==> config.mk <==
export PLATFORM = sky130hd
export DESIGN_NAME = serial_frame_deframer_xor_flat
export DESIGN_NICKNAME = d
export VERILOG_FILES = /design/src/design/sfd_pkg.sv /design/src/design/sfd_if.sv /design/src/design/serial_frame_deframer_xor.sv /design/src/flat_wrapper.sv
export SDC_FILE = /design/constraint.sdc
export NUM_CORES = 1
export LEC_CHECK = 0
export BUFFER_PORTS_ARGS = -buffer_cell sky130_fd_sc_hd__buf_2
export CORE_MARGIN = 8
export CORE_UTILIZATION = 60
export DETAILED_ROUTE_END_ITERATION = 6
export GPL_TIMING_DRIVEN = 0
export HOLD_SLACK_MARGIN = 0.05
export PLACE_DENSITY_LB_ADDON = 0.12
export SLEW_MARGIN = 10
export SYNTH_ARGS = -nofsm -noshare
export SYNTH_HDL_FRONTEND = slang
export SYNTH_SLANG_ARGS = --single-unit
export TNS_END_PERCENT = 5
==> constraint.sdc <==
create_clock -name clock -period 4 [get_ports clock]
set_input_delay 0.2 -clock clock [delete_from_list [all_inputs] [get_ports clock]]
set_output_delay 0.2 -clock clock [all_outputs]
set_load 0.01 [all_outputs]
==> src/design/sfd_pkg.sv <==
// Shared widths, types and character constants for the serial frame deframer.
package sfd_pkg;

   localparam int BYTE_W = 8;

   typedef logic [BYTE_W-1:0] byte_type;

   typedef enum logic {
      KIND_PAYLOAD = 1'b0,
      KIND_END     = 1'b1
   } kind_type;

   localparam byte_type CH_U     = 8'h55;
   localparam byte_type CH_N     = 8'h4E;
   localparam byte_type CH_E     = 8'h45;
   localparam byte_type CH_R     = 8'h52;
   localparam byte_type CH_COLON = 8'h3A;

   // Checksum seed before the length byte is folded in.
   localparam byte_type HDR_XOR  = CH_U ^ CH_N ^ CH_E ^ CH_R ^ CH_COLON;

endpackage

==> src/design/sfd_if.sv <==
// Valid/ready channel interfaces for received bytes and deframer results.
interface sfd_req_if;
   import sfd_pkg::*;

   logic     valid;
   logic     ready;
   byte_type rx_byte;

   modport source (output valid, output rx_byte, input ready);
   modport sink   (input valid, input rx_byte, output ready);
endinterface

interface sfd_rsp_if;
   import sfd_pkg::*;

   logic     valid;
   logic     ready;
   kind_type kind;
   byte_type data_byte;
   byte_type position;
   byte_type frame_length;
   logic     checksum_ok;

   modport source (output valid, output kind, output data_byte, output position,
                   output frame_length, output checksum_ok, input ready);
   modport sink   (input valid, input kind, input data_byte, input position,
                   input frame_length, input checksum_ok, output ready);
endinterface

==> src/design/serial_frame_deframer_xor.sv <==
// Serial frame deframer: header hunt, payload pass-through and XOR checksum check.
//
//  channel    dir  handshake        payload
//  req_chan   in   valid / ready    rx_byte
//  rsp_chan   out  valid / ready    kind, data_byte, position, frame_length, checksum_ok
//
//  One byte per cycle sustained while the result side is ready. A byte is held in
//  the input register and its result, if any, moves to the result register once that is free.
//  Reset returns the parser to hunting for the first header byte and empties both
//  registers. A stalled result holds the result register; the input register
//  still fills, so the block stops taking bytes only when both are occupied.
module serial_frame_deframer_xor (
   input logic        clock,
   input logic        reset,
   sfd_req_if.sink    req_chan,
   sfd_rsp_if.source  rsp_chan
);
   import sfd_pkg::*;

   typedef enum logic [2:0] {
      PH_U       = 3'd0,
      PH_N       = 3'd1,
      PH_E       = 3'd2,
      PH_R       = 3'd3,
      PH_LEN     = 3'd4,
      PH_TOKEN   = 3'd5,
      PH_PAYLOAD = 3'd6
   } phase_type;

   // input register
   logic      in_valid_ff, in_valid_in;
   byte_type  in_byte_ff;

   // parser state
   phase_type phase_ff, phase_in;
   byte_type  left_ff, left_in;
   byte_type  xor_ff, xor_in;
   byte_type  pos_ff, pos_in;
   byte_type  len_ff, len_in;

   // result register
   logic      out_valid_ff, out_valid_in;
   kind_type  out_kind_ff;
   byte_type  out_data_ff;
   byte_type  out_pos_ff;
   byte_type  out_len_ff;
   logic      out_ok_ff;

   // result of the byte in the input register
   logic      res_valid;
   kind_type  res_kind;
   byte_type  res_data;
   byte_type  res_pos;
   logic      res_ok;

   logic      out_free;
   logic      advance;
   phase_type restart;

   assign out_free         = !out_valid_ff || rsp_chan.ready;
   assign advance          = in_valid_ff && out_free;
   assign req_chan.ready   = !in_valid_ff || out_free;
   assign in_valid_in      = req_chan.valid || (in_valid_ff && !out_free);
   assign out_valid_in     = advance ? res_valid : (out_valid_ff && !rsp_chan.ready);

   // a mismatching byte is tested again as a first header byte
   assign restart = (in_byte_ff == CH_U) ? PH_N : PH_U;

   always_comb begin
      phase_in  = phase_ff;
      left_in   = left_ff;
      xor_in    = xor_ff;
      pos_in    = pos_ff;
      len_in    = len_ff;
      res_valid = 1'b0;
      res_kind  = KIND_PAYLOAD;
      res_data  = '0;
      res_pos   = '0;
      res_ok    = 1'b0;
      unique case (phase_ff)
         PH_U: begin
            if (in_byte_ff == CH_U) phase_in = PH_N;
         end
         PH_N: begin
            phase_in = (in_byte_ff == CH_N) ? PH_E : restart;
         end
         PH_E: begin
            phase_in = (in_byte_ff == CH_E) ? PH_R : restart;
         end
         PH_R: begin
            phase_in = (in_byte_ff == CH_R) ? PH_LEN : restart;
         end
         PH_LEN: begin
            len_in   = in_byte_ff;
            left_in  = in_byte_ff;
            phase_in = PH_TOKEN;
         end
         PH_TOKEN: begin
            if (in_byte_ff == CH_COLON) begin
               xor_in   = HDR_XOR ^ len_ff;
               pos_in   = '0;
               phase_in = PH_PAYLOAD;
            end else begin
               phase_in = restart;
            end
         end
         PH_PAYLOAD: begin
            res_valid = 1'b1;
            if (left_ff > 8'd1) begin
               xor_in   = xor_ff ^ in_byte_ff;
               pos_in   = pos_ff + 8'd1;
               left_in  = left_ff - 8'd1;
               res_data = in_byte_ff;
               res_pos  = pos_ff + 8'd1;
            end else begin
               // checksum byte; a zero length lands here too
               left_in  = '0;
               phase_in = PH_U;
               res_kind = KIND_END;
               res_ok   = (xor_ff == in_byte_ff);
            end
         end
         default: begin
            phase_in = PH_U;
         end
      endcase
   end

   always_ff @(posedge clock) begin
      if (reset) begin
         in_valid_ff  <= 1'b0;
         out_valid_ff <= 1'b0;
         phase_ff     <= PH_U;
         left_ff      <= '0;
         xor_ff       <= '0;
         pos_ff       <= '0;
         len_ff       <= '0;
      end else begin
         in_valid_ff  <= in_valid_in;
         out_valid_ff <= out_valid_in;
         if (advance) begin
            phase_ff <= phase_in;
            left_ff  <= left_in;
            xor_ff   <= xor_in;
            pos_ff   <= pos_in;
            len_ff   <= len_in;
         end
      end
   end

   always_ff @(posedge clock) begin
      if (req_chan.ready) begin
         in_byte_ff <= req_chan.rx_byte;
      end
      if (advance && res_valid) begin
         out_kind_ff <= res_kind;
         out_data_ff <= res_data;
         out_pos_ff  <= res_pos;
         out_len_ff  <= len_ff;
         out_ok_ff   <= res_ok;
      end
   end

   assign rsp_chan.valid        = out_valid_ff;
   assign rsp_chan.kind         = out_kind_ff;
   assign rsp_chan.data_byte    = out_data_ff;
   assign rsp_chan.position     = out_pos_ff;
   assign rsp_chan.frame_length = out_len_ff;
   assign rsp_chan.checksum_ok  = out_ok_ff;

endmodule

==> src/flat_wrapper.sv <==
// flat-port wrapper written by rule: the top's interface ports become plain ports
module serial_frame_deframer_xor_flat import sfd_pkg::*;
  (clock, reset, req_chan_valid, req_chan_rx_byte, req_chan_ready, rsp_chan_valid, rsp_chan_kind, rsp_chan_data_byte, rsp_chan_position, rsp_chan_frame_length, rsp_chan_checksum_ok, rsp_chan_ready);
  sfd_req_if req_chan_i ();
  sfd_rsp_if rsp_chan_i ();
  input logic clock;
  input logic reset;
  input wire logic [$bits(req_chan_i.valid)-1:0] req_chan_valid;
  input wire logic [$bits(req_chan_i.rx_byte)-1:0] req_chan_rx_byte;
  output wire logic [$bits(req_chan_i.ready)-1:0] req_chan_ready;
  output wire logic [$bits(rsp_chan_i.valid)-1:0] rsp_chan_valid;
  output wire logic [$bits(rsp_chan_i.kind)-1:0] rsp_chan_kind;
  output wire logic [$bits(rsp_chan_i.data_byte)-1:0] rsp_chan_data_byte;
  output wire logic [$bits(rsp_chan_i.position)-1:0] rsp_chan_position;
  output wire logic [$bits(rsp_chan_i.frame_length)-1:0] rsp_chan_frame_length;
  output wire logic [$bits(rsp_chan_i.checksum_ok)-1:0] rsp_chan_checksum_ok;
  input wire logic [$bits(rsp_chan_i.ready)-1:0] rsp_chan_ready;
  assign req_chan_i.valid = req_chan_valid;
  assign req_chan_i.rx_byte = req_chan_rx_byte;
  assign req_chan_ready = req_chan_i.ready;
  assign rsp_chan_valid = rsp_chan_i.valid;
  assign rsp_chan_kind = rsp_chan_i.kind;
  assign rsp_chan_data_byte = rsp_chan_i.data_byte;
  assign rsp_chan_position = rsp_chan_i.position;
  assign rsp_chan_frame_length = rsp_chan_i.frame_length;
  assign rsp_chan_checksum_ok = rsp_chan_i.checksum_ok;
  assign rsp_chan_i.ready = rsp_chan_ready;
  serial_frame_deframer_xor u_core (.clock(clock), .reset(reset), .req_chan(req_chan_i), .rsp_chan(rsp_chan_i));
endmodule
==> results.py <==
metrics = {
    "run_status": {
        "run_status": "completed",
    },
    "sta": {
        "setup-violations-final": 0,
        "setup_total_negative_slack_ns": 0,
        "worst_slew_pin_slew_ns": 0.992,
        "finalCriticalPeriod_ns": 2.46,
        "relSlewSlack_pct": 33.8,
        "drv_slew": 0,
        "rsz_0062_raised_after_global_routing": "no",
        "timing.fmax_mhz": 406,
        "hold_violations": 0,
        "worst_clock_skew_ns": 0.00784,
        "fin_crit_sh_pct": 61.5,
    },
    "logic_synthesis": {
        "synth_area_leaders": "sky130_fd_sc_hd__edfxtp_1 (30%), sky130_fd_sc_hd__dfxtp_1 (22%), sky130_fd_sc_hd__nor2_1 (4.7%), sky130_fd_sc_hd__a21oi_1 (4.0%), sky130_fd_sc_hd__mux2i_1 (2.6%)",
        "synth_top_cell_area_share_pct": 29.9,
        "yosys_warnings": 0,
        "post_synth_and_or_nand_nor_area_fraction_pct": 21.4,
        "synthCells": 334,
        "synth.ff_latch_count": 71,
        "synth_xor_xnor_area_share_pct": 3.59,
        "compound_gate_fraction_of_synth_area_pct": 14.9,
        "async_flop_share_pct": 0,
        "muxShareOfSynthArea_pct": 2.96,
        "synth.lib_cells_used.distinct": 50,
        "synthMostInstantiatedCell": "sky130_fd_sc_hd__nor2_1",
        "synthesis.nets": 349,
        "postSynth.topFlopCell": "sky130_fd_sc_hd__dfxtp_1",
        "synth_top_cell_by_area": "sky130_fd_sc_hd__edfxtp_1",
        "synth_seq_area_share_pct": 51.5,
        "number_of_flops_mapped_to_enable_cells_by_yosys": 34,
        "syn-mean-instance-area_um2": 10.2,
        "yosys.area_share.adder_pct": 1.10,
        "synth_common_cells": "sky130_fd_sc_hd__nor2_1 (43), sky130_fd_sc_hd__dfxtp_1 (37), sky130_fd_sc_hd__edfxtp_1 (34), sky130_fd_sc_hd__a21oi_1 (27)",
        "synth_top_family_by_area": "simple AND/OR/NAND/NOR gates",
        "syn-cell-area_um2": 3420,
    },
    "floorplanning": {
        "die-area_um2": 8370,
        "initial_utilization_pct": 62.1,
        "num_io_pins": 40,
        "die_w_um": 91.5,
        "rows": 27,
        "core_um2": 5510,
        "y_dimension_of_the_die_um": 91.5,
    },
    "clock_tree": {
        "cts-buffers-inserted": 9,
        "cts-root-buf": "sky130_fd_sc_hd__clkbuf_8",
        "cts_sinks": 71,
        "cts.htree.levels": 3,
        "cts.reportedPaths.clkPinSlew_ns": 0.07,
        "postCtsSetupRepairBufs": 0,
        "clk_path_buf_depth": 2,
        "postCtsResizedCells": 0,
        "holdBufCountCts": 8,
        "clk-insertion-delay-late_ns": 0.35,
        "cts_tree": "built",
    },
    "placed_design": {
        "dp_cells": 445,
        "gp_congestion": 0.834,
        "post-dp-hpwl_um": 4950,
        "io_buffers": 39,
    },
    "pwr": {
        "pwr_density_cell_nw_per_um2": 357,
        "totalPowerFinal_uw": 1430,
        "switching_power_uw": 283,
        "ir_worst_vdd_mv": 0.246,
        "power_frac_comb_pct": 3.2,
        "clock_power_share_pct": 43.4,
        "switching_share_pct": 19.8,
        "internal_power_uw": 1140,
        "seqPwrFrac_pct": 53.4,
        "p_leak_uw": 0.00156,
    },
    "grt": {
        "largest_net_degree_at_the_start_of_global_routing": 27,
        "track_usage_pct": 17.8,
        "antenna_violations_before_repair": 0,
        "grt-ovfl-total": 0,
        "grt_pass1_wl_um": 11800,
        "grt_pass1_vias": 2401,
    },
    "worst_setup_path": {
        "cp_cell_sequence": "buf_2 -> and2_0 -> nand3_2 -> clkbuf_1 -> inv_1",
        "critical_path_required_ns": 3.97,
        "timing.critical_path.fanout_max": 26,
        "worst-setup-path-type": "reg -> reg",
        "critical-path-max-stage-delay_ns": 0.78,
        "crit_arrival_ns": 2.43,
        "cp-end-kind": "flip-flop",
        "start_kind": "flip-flop",
        "path_buf_inv": 3,
        "worst_path_dominant_cell_family": "buffers and inverters",
        "critPathSlowestCell": "sky130_fd_sc_hd__inv_1",
    },
    "detailed_routing": {
        "total_number_of_vias": 2652,
        "vias_per_cell": 5.65,
        "detail-route-antenna-nets": 0,
        "drt_drc_violations_left": 0,
        "detail_route.iter0.violations": 161,
        "routed_wire_length_per_instance_um": 15.4,
        "drt-pass1-iter-count": 5,
        "drt-total-wl_um": 7230,
    },
    "final_layout": {
        "fin_cells": 469,
        "final_layout_size_suffix_gt1_share_pct": 19.6,
        "register_area_um2": 1760,
        "antenna_diode_count": 0,
        "area_delta_synth_final_pct": 16.9,
        "fin_nets": 407,
        "multiInputGateArea_um2": 1500,
        "filler_cell_count": 400,
    },
    "min_path": {
        "hp-class": "in -> reg",
    },
    "job": {
        "drv.max_cap_violation_count": 0,
    },
}
[routing by layer]
layer	vias up	part of all wire, %	wire (um)	track usage (%)
li1	1319	-	-	-
met1	1212	46	3300	22.3
met2	93	42	3070	25.2
met3	28	7.6	551	6.58
met4	0	4.2	306	11.3
met5	-	0	0	0
[power by group through the flow]
stage | clock network (uW) | registers (uW) | logic, uW
finish | 618 | 762 | 45.8
global route | 653 | 762 | 49.4
CTS | 625 | 762 | 45.5
detailed placement | 0 | 778 | 39.6
global placement | 0 | 778 | 38.7
floorplan | 0 | 777 | 22.9
[worst paths after layout]
check | cells after the start | slack, ns | from | endpoint
hold / removal | 3 | 0.07 | req_chan_valid | u_core.in_valid_ff
hold reg to reg | 0 | 0.48 | u_core.len_ff[7] | u_core.rsp_chan.frame_length[7]
setup / recovery | 5 | 1.54 | u_core.phase_ff[2] | u_core.rsp_chan.frame_length[6]
setup reg to reg | 5 | 1.54 | u_core.phase_ff[2] | u_core.rsp_chan.frame_length[6]
[metrics by stage]
stage / setup WS [ns] / hold slack [ns] / util [%] / instance area (um^2)
5_1_grt: 1.33 / 0.0605 / 72.6 / 4000
2_1_floorplan: 1.96 / 0.299 / - / 3420
6_report: 1.54 / 0.0652 / 72.6 / 4000
4_1_cts: 1.57 / 0.0664 / 72.6 / 4000
3_3_place_gp: 1.57 / 0.377 / 67.3 / 3700
3_5_place_dp: 1.59 / 0.378 / 67.3 / 3700
[sequential cells by signal (all words and copies together) (netlist names), 3 cells and up]
name and flops:
u_core.xor_ff 8, u_core.rsp_chan.position 8, u_core.rsp_chan.data_byte 8, u_core.rsp_chan.frame_length 8, u_core.phase_ff 3, u_core.pos_ff 8
u_core.len_ff 8, u_core.left_ff 8, u_core.in_byte_ff 8
[kinds of logic after synthesis]
family | after synthesis
AND/OR/NAND/NOR | 130
AO/OA/AOI/OAI | 73
flip-flops | 71
buffers and inverters | 33
XOR/XNOR | 14
multiplexers | 10
adder cells (fa/ha/maj) | 3
[placed cells by master, fill, tap and decap left out, types with 3 or more instances in the layout]
master | Yosys | final
sky130_fd_sc_hd__buf_2 | 5 | 44
sky130_fd_sc_hd__nor2_1 | 43 | 43
sky130_fd_sc_hd__dfxtp_1 | 37 | 37
sky130_fd_sc_hd__edfxtp_1 | 34 | 34
sky130_fd_sc_hd__a21oi_1 | 27 | 27
sky130_fd_sc_hd__clkbuf_1 | 14 | 16
sky130_fd_sc_hd__nor3_1 | 14 | 14
sky130_fd_sc_hd__nand2_1 | 12 | 12
sky130_fd_sc_hd__and2_1 | 10 | 10
sky130_fd_sc_hd__nor4_1 | 10 | 10
sky130_fd_sc_hd__o21ai_0 | 10 | 10
sky130_fd_sc_hd__clkbuf_8 | 0 | 10
sky130_fd_sc_hd__mux2i_1 | 9 | 9
sky130_fd_sc_hd__inv_1 | 8 | 8
sky130_fd_sc_hd__nor3b_1 | 8 | 8
sky130_fd_sc_hd__xor2_1 | 8 | 8
sky130_fd_sc_hd__dlygate4sd3_1 | 0 | 8
sky130_fd_sc_hd__nor2b_1 | 7 | 7
sky130_fd_sc_hd__o21a_1 | 7 | 7
sky130_fd_sc_hd__and3_1 | 6 | 6
sky130_fd_sc_hd__xnor2_1 | 6 | 6
sky130_fd_sc_hd__a211oi_2 | 5 | 5
sky130_fd_sc_hd__o31ai_1 | 5 | 5
sky130_fd_sc_hd__a211o_1 | 4 | 4
sky130_fd_sc_hd__nand4bb_1 | 3 | 3
sky130_fd_sc_hd__a31oi_1 | 3 | 3
sky130_fd_sc_hd__a22oi_1 | 3 | 3
sky130_fd_sc_hd__ha_1 | 3 | 3
[worst reg2reg max path, stage by stage, from the launching register on]
cell	delay [ns]
sky130_fd_sc_hd__dfxtp_1	0.31
sky130_fd_sc_hd__buf_2	0.20
sky130_fd_sc_hd__and2_0	0.27
sky130_fd_sc_hd__nand3_2	0.22
sky130_fd_sc_hd__clkbuf_1	0.29
sky130_fd_sc_hd__inv_1	0.78
[layout make-up]
class                      count  share of cell area (%)
multi-input combinational    230                    37.6
clock inverter                 4                    1.72
inverter                       8                   0.751
timing repair buffer          47                    6.89
tap                           72                    2.25
sequential                    71                    44.1
buffer                        25                    3.10
clock buffer                  12                    3.63
(Power assumes the default switching activity.)
